### src/hw/rtl/ps2md_pkg.sv
// Package for the PS/2 mouse packet decoder.
// Holds event and mouse kind codes and packet bit positions; no dependencies.
package ps2md_pkg;

  typedef enum logic [1:0] {
    EV_BUTTON = 2'd0,
    EV_MOVE   = 2'd1,
    EV_SCROLL = 2'd2
  } event_kind_e;

  localparam logic [1:0] KIND_STANDARD = 2'd0;
  localparam logic [1:0] KIND_WHEEL    = 2'd1;
  localparam logic [1:0] KIND_FIVE_BTN = 2'd2;

  localparam int unsigned NumButtons = 5;
  localparam int unsigned NumEvents  = NumButtons + 2;
  localparam int unsigned EvMoveBit   = NumButtons;
  localparam int unsigned EvScrollBit = NumButtons + 1;

  localparam int unsigned SyncBit  = 3;
  localparam int unsigned XSignBit = 4;
  localparam int unsigned YSignBit = 5;

  typedef logic [NumEvents-1:0] ev_mask_t;

endpackage

### src/hw/rtl/ps2_mouse_packet_decoder_top.sv
// Top level of the PS/2 mouse packet decoder.
// Depends on ps2md_pkg for event codes, mouse kinds and packet bit positions.
//
// Usage:
//   Input channel (in_valid_i, in_stall_o, rx_byte_i) takes one mouse byte
//   per transaction. Bytes are framed into 3- or 4-byte packets according to
//   mouse_kind, written through the config channel (cfg_valid_i, cfg_ready_o,
//   cfg_data_i); the user must write it only while the block is idle, which
//   the block does not enforce. cfg_ready_o is always high. A byte that does
//   not complete a packet is never stalled. A byte that completes a packet
//   is registered together with its pending event set; the events then
//   leave through the output channel (out_valid_o, out_stall_i) one per cycle,
//   buttons first (lowest index first), then move, then scroll. last_o marks
//   the final event of the packet. Events go from the pending set to the
//   output register. Throughput: one event per cycle while the receiver does
//   not stall; while events are pending, a further packet-completing byte
//   is stalled while the other bytes are still taken.
//   Reset clears framing position, button state, kind and all pending events.
//   When the receiver stalls, the output register holds its event and the
//   pending events wait behind it.
module ps2_mouse_packet_decoder_top (
  input  logic                     clk_i,
  input  logic                     rst_ni,
  input  logic                     cfg_valid_i,
  output logic                     cfg_ready_o,
  input  logic [1:0]               cfg_data_i,
  input  logic                     in_valid_i,
  output logic                     in_stall_o,
  input  logic [7:0]               rx_byte_i,
  output logic                     out_valid_o,
  input  logic                     out_stall_i,
  output ps2md_pkg::event_kind_e   event_kind_o,
  output logic [2:0]               button_index_o,
  output logic                     pressed_o,
  output logic signed [8:0]        move_x_o,
  output logic signed [8:0]        move_y_o,
  output logic signed [3:0]        scroll_amount_o,
  output logic                     last_o
);
  import ps2md_pkg::*;

  logic [1:0]            kind_q;
  logic [1:0]            pos_q, pos_d;
  logic [7:0]            pb0_q, pb1_q, pb2_q;
  logic [NumButtons-1:0] btn_q, btn_d;
  ev_mask_t              ev_q, ev_d;
  logic [8:0]            x_q, y_q;
  logic [3:0]            z_q;
  logic [NumButtons-1:0] newbtn_q;

  logic                  four;
  logic                  completing;
  logic                  in_accept;
  logic                  ev_load;
  logic [7:0]            b3;
  logic [7:0]            ylow;
  logic [NumButtons-1:0] newmask;
  logic [8:0]            x_new, y_new;
  logic [3:0]            z_new;
  logic                  discard;

  logic                  out_valid_q;
  event_kind_e           kind_out_q, kind_out_d;
  logic [2:0]            idx_q, idx_d;
  logic                  pr_q, pr_d;
  logic [8:0]            ox_q, ox_d, oy_q, oy_d;
  logic [3:0]            oz_q, oz_d;
  logic                  last_q, last_d;
  logic                  out_load;
  ev_mask_t              ev_rest;

  assign cfg_ready_o = 1'b1;
  assign four        = (kind_q == KIND_WHEEL) || (kind_q == KIND_FIVE_BTN);
  assign completing  = ({1'b0, pos_q} + 3'd1) >= (four ? 3'd4 : 3'd3);
  assign in_stall_o  = completing && (ev_q != '0);
  assign in_accept   = in_valid_i && !in_stall_o;

  always_comb begin
    b3      = four ? rx_byte_i : 8'h00;
    ylow    = four ? pb2_q : rx_byte_i;
    discard = (kind_q == KIND_FIVE_BTN) && (b3[7:6] != 2'b00);
    newmask = {2'b00, pb0_q[2:0]};
    if (kind_q == KIND_FIVE_BTN) begin
      newmask[4:3] = b3[5:4];
    end
    x_new = {pb0_q[XSignBit], pb1_q};
    y_new = {pb0_q[YSignBit], ylow};
    z_new = b3[3:0];
  end

  assign ev_load = in_accept && completing && !discard;

  always_comb begin
    pos_d = pos_q;
    btn_d = btn_q;
    if (in_accept) begin
      if (pos_q == 2'd0 && !rx_byte_i[SyncBit]) begin
        pos_d = pos_q;
      end else if (completing) begin
        pos_d = 2'd0;
        if (!discard) begin
          btn_d = newmask;
        end
      end else begin
        pos_d = pos_q + 2'd1;
      end
    end
  end

  always_ff @(posedge clk_i) begin
    if (in_accept && !completing && !(pos_q == 2'd0 && !rx_byte_i[SyncBit])) begin
      unique case (pos_q)
        2'd0:    pb0_q <= rx_byte_i;
        2'd1:    pb1_q <= rx_byte_i;
        default: pb2_q <= rx_byte_i;
      endcase
    end
    if (ev_load) begin
      x_q      <= x_new;
      y_q      <= y_new;
      z_q      <= z_new;
      newbtn_q <= newmask;
    end
  end

  always_comb begin
    kind_out_d = EV_BUTTON;
    idx_d      = 3'd0;
    pr_d       = 1'b0;
    ox_d       = 9'd0;
    oy_d       = 9'd0;
    oz_d       = 4'd0;
    ev_rest    = ev_q;
    for (int i = NumEvents - 1; i >= 0; i--) begin
      if (ev_q[i]) begin
        ev_rest = ev_q & ~(ev_mask_t'(1) << i);
        if (i < NumButtons) begin
          kind_out_d = EV_BUTTON;
          idx_d      = 3'(i);
          pr_d       = newbtn_q[i];
          ox_d       = 9'd0;
          oy_d       = 9'd0;
          oz_d       = 4'd0;
        end else if (i == EvMoveBit) begin
          kind_out_d = EV_MOVE;
          idx_d      = 3'd0;
          pr_d       = 1'b0;
          ox_d       = x_q;
          oy_d       = y_q;
          oz_d       = 4'd0;
        end else begin
          kind_out_d = EV_SCROLL;
          idx_d      = 3'd0;
          pr_d       = 1'b0;
          ox_d       = 9'd0;
          oy_d       = 9'd0;
          oz_d       = z_q;
        end
      end
    end
    last_d = (ev_rest == '0);
  end

  assign out_load = (ev_q != '0) && (!out_valid_q || !out_stall_i);

  always_comb begin
    ev_d = ev_q;
    if (ev_load) begin
      ev_d[NumButtons-1:0] = newmask ^ btn_q;
      ev_d[EvMoveBit]      = (x_new != 9'd0) || (y_new != 9'd0);
      ev_d[EvScrollBit]    = (z_new != 4'd0);
    end else if (out_load) begin
      ev_d = ev_rest;
    end
  end

  always_ff @(posedge clk_i or negedge rst_ni) begin
    if (!rst_ni) begin
      kind_q      <= KIND_STANDARD;
      pos_q       <= 2'd0;
      btn_q       <= '0;
      ev_q        <= '0;
      out_valid_q <= 1'b0;
    end else begin
      if (cfg_valid_i && cfg_ready_o) begin
        kind_q <= cfg_data_i;
      end
      pos_q <= pos_d;
      btn_q <= btn_d;
      ev_q  <= ev_d;
      if (out_load) begin
        out_valid_q <= 1'b1;
      end else if (!out_stall_i) begin
        out_valid_q <= 1'b0;
      end
    end
  end

  always_ff @(posedge clk_i) begin
    if (out_load) begin
      kind_out_q <= kind_out_d;
      idx_q      <= idx_d;
      pr_q       <= pr_d;
      ox_q       <= ox_d;
      oy_q       <= oy_d;
      oz_q       <= oz_d;
      last_q     <= last_d;
    end
  end

  assign out_valid_o     = out_valid_q;
  assign event_kind_o    = kind_out_q;
  assign button_index_o  = idx_q;
  assign pressed_o       = pr_q;
  assign move_x_o        = ox_q;
  assign move_y_o        = oy_q;
  assign scroll_amount_o = oz_q;
  assign last_o          = last_q;

`ifndef SYNTH
  a_last_matches_pending: assert property (
    @(posedge clk_i) disable iff (!rst_ni)
    out_load |=> (last_q == (ev_q == '0))
  ) else $error("last flag disagrees with pending event set");

  a_pending_drains: assert property (
    @(posedge clk_i) disable iff (!rst_ni)
    (ev_q != '0) && !out_valid_q |=> out_valid_q
  ) else $error("pending event not moved to output register");

  a_button_index_range: assert property (
    @(posedge clk_i) disable iff (!rst_ni)
    out_valid_q && (kind_out_q == EV_BUTTON) |-> (idx_q < 3'(NumButtons))
  ) else $error("button index out of range");
`endif

endmodule
### config.mk
export PLATFORM = sky130hd
export DESIGN_NAME = ps2_mouse_packet_decoder_top
export DESIGN_NICKNAME = d
export VERILOG_FILES = /design/src/hw/rtl/ps2md_pkg.sv /design/src/hw/rtl/ps2_mouse_packet_decoder_top.sv
export SDC_FILE = /design/constraint.sdc
export NUM_CORES = 1
export LEC_CHECK = 0
export BUFFER_PORTS_ARGS = -buffer_cell sky130_fd_sc_hd__buf_2
export CELL_PAD_IN_SITES_DETAIL_PLACEMENT = 1
export CELL_PAD_IN_SITES_GLOBAL_PLACEMENT = 1
export CORE_MARGIN = 2
export CORE_UTILIZATION = 43
export CTS_CLUSTER_DIAMETER = 50
export CTS_CLUSTER_SIZE = 40
export DETAILED_ROUTE_END_ITERATION = 16
export PLACE_DENSITY_LB_ADDON = 0.12
export SLEW_MARGIN = 20
export SYNTH_ARGS = -nofsm -noshare
export SYNTH_HDL_FRONTEND = slang
export SYNTH_SLANG_ARGS = --single-unit
### constraint.sdc
create_clock -name clk_i -period 2.4 [get_ports clk_i]
set_input_delay 0.24 -clock clk_i [delete_from_list [all_inputs] [get_ports clk_i]]
set_output_delay 0.24 -clock clk_i [all_outputs]
set_load 0.005 [all_outputs]
### Word level (Yosys, flattened, before mapping)

Cells that the tools add are included.

* bits in registers: 95
* bits of input ports: 15
* output and inout bits: 32
* logic and storage cells: 100

* add/subtract/negate cells: 2
* order comparisons: 1
* equal/unequal tests: 4
* muxes and demuxes: 26
* bitwise gates (word level): 6
* reduce and logical (&&, ||, !) cells: 39

Operators by type and width (count)
* 7-bit two-way mux: 8
* 9-bit nonzero test: 2
* 8-bit two-way mux: 2
* 6-bit OR reduction: 2
* 2-bit two-way mux: 5
* 1-bit logical AND: 9
* 1-bit two-way mux: 9
* 2-bit AND reduction: 4
* 1-bit logical NOT: 7
* 7-bit logical NOT: 1
* 7-bit nonzero test: 1
* 7-bit OR reduction: 1
* 3-bit two-way mux: 2
* 1-bit inverter: 5
* 5-bit OR reduction: 1
* 5-bit bitwise XOR: 1
* 2-bit by 1-bit equality test with 1-bit output (second input constant): 2
* 4-bit AND reduction: 1
* 2-bit nonzero test: 2
* 4-bit nonzero test: 1
* 2-bit OR reduction: 2
* 4-bit OR reduction: 1
* 2-bit by 1-bit adder with 3-bit output (second input constant): 1
* 3-bit >= comparator: 1
* other kinds (5): 7

### Depth between registers and ports, before layout

* depth after elaboration: 10
* mapped depth: 8
* mapped depth without buffers: 6

### Worst setup path before layout

Ideal clock, no wire load.

* kind: reg2reg
* start point: reg kind_q[1]
* end point: reg pb2_q[0], enable pin
* setup time: 0.398 ns
* data arrival time: 2.279 ns
* required time: 2.002 ns
* setup slack: -0.277 ns
* cell stages (with the launch flop): 6
* path buffers: 2
* clock period less this slack: 2.677 ns
* path through: dfrtp_1 > ha_1 > clkbuf_1 > buf_1 > a31o_2 > nor4b_1

* longest elaborated chain between the ends: 10
* elaborated cells between the ends (all ways): 12
* classes of those cells: order compare (1); eq/ne (2); mux (1); reduce/logical (8)

Ends and longest elaborated chain
* start: declaration: RTL line ps2_mouse_packet_decoder_top.sv:42 `logic [1:0] kind_q;`
* start signal: assignment: RTL line ps2_mouse_packet_decoder_top.sv:186 `kind_q <= cfg_data_i;`
* 2-bit by 1-bit equality test with 1-bit output or 2-bit equality test (tied branches): RTL line ps2_mouse_packet_decoder_top.sv:73 `assign four = (kind_q == KIND_WHEEL) || (kind_q == KIND_FIVE_BTN);`
* 1-bit logical OR *: RTL line ps2_mouse_packet_decoder_top.sv:73
* 3-bit two-way mux *: RTL line ps2_mouse_packet_decoder_top.sv:74 `assign completing = ({1'b0, pos_q} + 3'd1) >= (four ? 3'd4 : 3'd3);`
* 3-bit >= comparator *: RTL line ps2_mouse_packet_decoder_top.sv:74
* 1-bit logical AND: RTL line ps2_mouse_packet_decoder_top.sv:75 `assign in_stall_o = completing && (ev_q != '0);`
* 1-bit logical NOT: RTL line ps2_mouse_packet_decoder_top.sv:76 `assign in_accept = in_valid_i && !in_stall_o;`
* 1-bit logical AND: RTL line ps2_mouse_packet_decoder_top.sv:76
* 1-bit logical AND * (2 in series): RTL line ps2_mouse_packet_decoder_top.sv:111 `if (in_accept && !completing && !(pos_q == 2'd0 && !rx_byte_i[SyncBit])) begin`
* 2-bit AND reduction (no line) *
* end signal: assignment: RTL line ps2_mouse_packet_decoder_top.sv:115 `default: pb2_q <= rx_byte_i;`
* end: declaration: RTL line ps2_mouse_packet_decoder_top.sv:44 `logic [7:0] pb0_q, pb1_q, pb2_q;`

Mark *: on every way between the ends. The rest lies on a longest branch, timed or not.
A chain may end at the register's enable or synchronous reset.

### Worst setup path after layout

* start point: reg kind_q[0]
* end point: reg ev_q[5]

* longest elaborated chain between the ends: 10
* elaborated cells between the ends (all ways): 19
* classes of those cells: order compare (1); eq/ne (2); mux (4); reduce/logical (12)

Ends and longest elaborated chain
* 2-bit by 1-bit equality test with 1-bit output or 2-bit equality test (tied branches): RTL line ps2_mouse_packet_decoder_top.sv:73, ps2_mouse_packet_decoder_top.sv:81
* 1-bit logical OR: RTL line ps2_mouse_packet_decoder_top.sv:73
* 3-bit two-way mux: RTL line ps2_mouse_packet_decoder_top.sv:74
* 3-bit >= comparator: RTL line ps2_mouse_packet_decoder_top.sv:74
* 1-bit logical AND: RTL line ps2_mouse_packet_decoder_top.sv:75
* 1-bit logical NOT: RTL line ps2_mouse_packet_decoder_top.sv:76
* 1-bit logical AND: RTL line ps2_mouse_packet_decoder_top.sv:76
* 1-bit logical AND (2 in series): RTL line ps2_mouse_packet_decoder_top.sv:91 `assign ev_load = in_accept && completing && !discard;`
* 7-bit two-way mux or 2-bit nonzero test (tied branches)
* end signal: assignment: RTL line ps2_mouse_packet_decoder_top.sv:190 `ev_q <= ev_d;`
* end: declaration: RTL line ps2_mouse_packet_decoder_top.sv:46 `ev_mask_t ev_q, ev_d;`

Parallel ways exist; a longest one is shown, timed or not.

==> results.yml <==
global_routing:
  grt-ovfl-total: 0
  grt_use_total_pct: 15.8
  grt_max_degree: 26
  grt_pass1_vias: 2170
  antenna_found_initial: 0
  grt_pass1_wl_mm: 11.3
critical_path:
  crit_family: "compound AO/OA/AOI/OAI gates"
  crit_arrival_ns: 2.52
  critPathMaxFanout: 6
  slowest_stage: "a2111oi_0"
  rr_startpoint: "kind_q[0]"
  max_stage_delay_ns: 0.46
  r2r_setup_slack_ns: 0.13
  cp-end-kind: "flop"
  ff2ff_path_depth: 7
  worst-path-buf-inv: 2
  critPathLaunchType: "flop"
  path_cells: "inv_1 > ha_1 > buf_4 > or3_1 > a2111oi_0 > nand3_1 > a32o_1"
  critPathRequiredTime_ns: 2.65
  worst-setup-path-type: "reg2reg"
  r2r-end: "ev_q[5]"
timing:
  finalCriticalPeriod_ns: 2.27
  max_freq_mhz: 441
  fin_setup_tns_ns: 0
  slew_violations: 0
  post-route-period-util_pct: 94.5
  slew_headroom_pct: 62.0
  finClkSkew_ns: 0.0100
  worst_pin_slew_ns: 0.565
  hold_viol: 0
  holdWs_ns: 0.0943
  rsz0062_at_grt: "false"
  setup_viol: 0
yosys:
  yosysSeqAreaShare_pct: 73.5
  synth-compound-area-share_pct: 4.57
  synthSimpleGateAreaFrac_pct: 12.3
  synth_edf_count: 77
  synth_mux_area_share_pct: 4.53
  synth-main-ff-cell: "edfxtp_1"
  ys_ff_latch: 94
  synth.distinct_cells: 48
  syn-num-nets: 253
  netlist_area_mm2: 0.00372
  async_reset_ff_share_pct: 18.1
  yosys_warnings: 0
  syn_area_per_cell_um2: 15.9
  synth_adder_area_share_pct: 1.88
  synth_top_family_by_area: "simple AND/OR/NAND/NOR gates"
  synthXorXnorAreaFrac_pct: 1.18
  synth_cells: 234
clock_network:
  clockBufferDepth: 2
  htreeDepth: 3
  root_buffer: "clkbuf_8"
  clk_latency_ns: 0.36
  cts_sinks: 94
  cts_tree: "yes"
  clk_pin_slew_worst_paths_ns: 0.09
  cts_made_buffers: 9
placement:
  hpwl_mm: 5.06
  postPlaceCellArea_mm2: 0.00417
  portBuffers: 45
  gp_congestion: 0.758
pwr:
  powerDensity_mw_per_mm2: 1230
  seqPwrFrac_pct: 50.4
  power.internal_w: 0.00363
  peakVddDrop_v: 0.000537
  p_comb_share_pct: 31.9
  netSwitchingFraction_pct: 32.5
  netSwitchingPower_w: 0.00174
  clkPwrFrac_pct: 17.7
  leakagePower_nw: 1.66
  power_w: 0.00537
die:
  die_w_um: 97.1
  start_util_pct: 44.9
  pin_count: 47
  die_y_um: 97.1
  core_area_mm2: 0.00830
  rows: 33
  fp.dieArea_mm2: 0.00942
drt:
  ant_nets: 0
  routed-via-count: 2078
  vias_per_cell: 5.09
  wire_per_inst_um: 17.4
  wl_met1_mm: 3.19
  firstDrtPassIters: 4
  drc: 0
  wirelength_mm: 7.08
  wl_met3_um: 251
  drt_iter0_markers: 97
  top_layer: "met4"
  met2WireLength_mm: 3.50
cells_and_area:
  fill_cells: 828
  layout-drive-gt1-share_pct: 33.3
  diodes: 0
  nets: 317
  area_growth_pct: 16.8
  multi_input_area_um2: 925
  final_area_mm2: 0.00435
  ff_latch_area_mm2: 0.00274
min_path:
  whs_endpoint: "kind_q[0]"
  whs_path_depth: 2
  hold_path.class: "in2reg"
  hold_start: "cfg_valid_i"
flow_run:
  drv_cap: 0
status:
  status: "finished clean"
-- area by class of cell --
| class | count | area share, % |
|---|---|---|
| repair buffers | 62 | 8.17 |
| multi-input cells | 124 | 21.2 |
| well taps | 105 | 3.02 |
| flip-flops and latches | 94 | 62.9 |
| inverters | 7 | 0.690 |
| clock inverters | 6 | 1.04 |
| clock buffers | 10 | 2.93 |
-- cells in the mapped netlist (2+ instances only) --
| cell | number | area share (%) |
|---|---|---|
| a2111oi_0 | 2 | 0.47 |
| o21ai_0 | 9 | 1.2 |
| nor4_1 | 3 | 0.50 |
| edfxtp_1 | 77 | 62 |
| and2_1 | 23 | 3.9 |
| nor3_1 | 4 | 0.54 |
| nor2_1 | 10 | 1.0 |
| or3_1 | 2 | 0.34 |
| ha_1 | 4 | 1.3 |
| dfrtp_1 | 17 | 11 |
| o31ai_1 | 3 | 0.60 |
| mux2_2 | 15 | 4.5 |
| nand2_1 | 4 | 0.40 |
| maj3_1 | 2 | 0.54 |
| a21oi_1 | 4 | 0.54 |
| and3_1 | 4 | 0.67 |
| or4_1 | 2 | 0.40 |
| inv_1 | 7 | 0.71 |
| nor2b_1 | 5 | 0.84 |
| xnor2_1 | 4 | 0.94 |
| clkbuf_1 | 6 | 0.60 |
-- sequential cells by signal, summed over array words and instances (netlist names), 2 cells and up --
signal and count:
move_x_o 9, move_y_o 9, x_q 9, y_q 9
pb1_q 8, pb2_q 8, ev_q 7, btn_q 5
newbtn_q 5, pb0_q 5, scroll_amount_o 4, z_q 4
button_index_o 3, event_kind_o 2, kind_q 2, pos_q 2
-- cells by family after synthesis --
kind of cell	Yosys count
flops	94
simple gates	71
compound gates	26
buf+inv	16
mux	15
fa+ha+maj	6
xor+xnor	5
other cells	1
-- worst max-delay path by stage --
stage | from | to | slack, ns | cells after the start
after floorplan | ev_q[1] | newbtn_q[0] | 0.03 | 5
after global placement | kind_q[0] | ev_q[5] | 0.23 | 7
after detailed placement | kind_q[1] | ev_q[5] | 0.17 | 6
after CTS | kind_q[1] | ev_q[5] | 0.14 | 6
after global routing | kind_q[0] | ev_q[5] | 0.05 | 7
final | kind_q[0] | ev_q[5] | 0.13 | 7
-- cells in the final DEF, fill, tap and decap left out, types with 2 or more instances in the layout --
cell        netlist  final
edfxtp_1         77     77
buf_2             0     45
and2_1           23     23
dfrtp_1          17     17
buf_4             1     16
mux2_2           15     15
nor2_1           10      9
o21ai_0           9      9
clkbuf_8          0      9
inv_1             7      6
nor2b_1           5      5
nor3_1            4      4
nand2_1           4      4
a21oi_1           4      4
xnor2_1           4      4
and3_1            4      4
ha_1              4      4
clkinvlp_4        0      3
nor4_1            3      3
o31ai_1           3      3
a2111oi_0         2      2
maj3_1            2      2
or3_1             2      2
or4_1             2      2
inv_6             0      2
-- per-stage QoR --
step	util, %	setup WS, ns	cells
6_report	52.4	0.132	408
5_1_grt	52.4	0.0491	408
4_1_cts	52.4	0.136	408
3_5_place_dp	50.2	0.167	391
3_3_place_gp	50.2	0.226	391
2_1_floorplan	-	0.0324	234
-- power by group through the flow --
stage                     clock (W)  sequential, W  combinational, W
after floorplan                   0        0.00275          0.000955
after global placement            0        0.00272           0.00168
after detailed placement          0        0.00276           0.00174
after CTS                  0.000975        0.00272           0.00175
after global routing        0.00103        0.00277           0.00190
final                      0.000949        0.00271           0.00171
-- metal layers --
layer	GRT usage [%]	up-vias
met5	0	-
met4	7.37	0
met3	3.17	11
met2	26.0	48
met1	20.1	1020
li1	-	999
-- repair_timing --
| item | 4_1_cts | 5_1_grt |
|---|---|---|
| gates resized for setup | 0 | 0 |
| endpoints found under the hold margin | 17 | 0 |
| hold buffers | 1 | 0 |
| buffers inserted | 0 | 0 |
(Power assumes the default switching activity.)
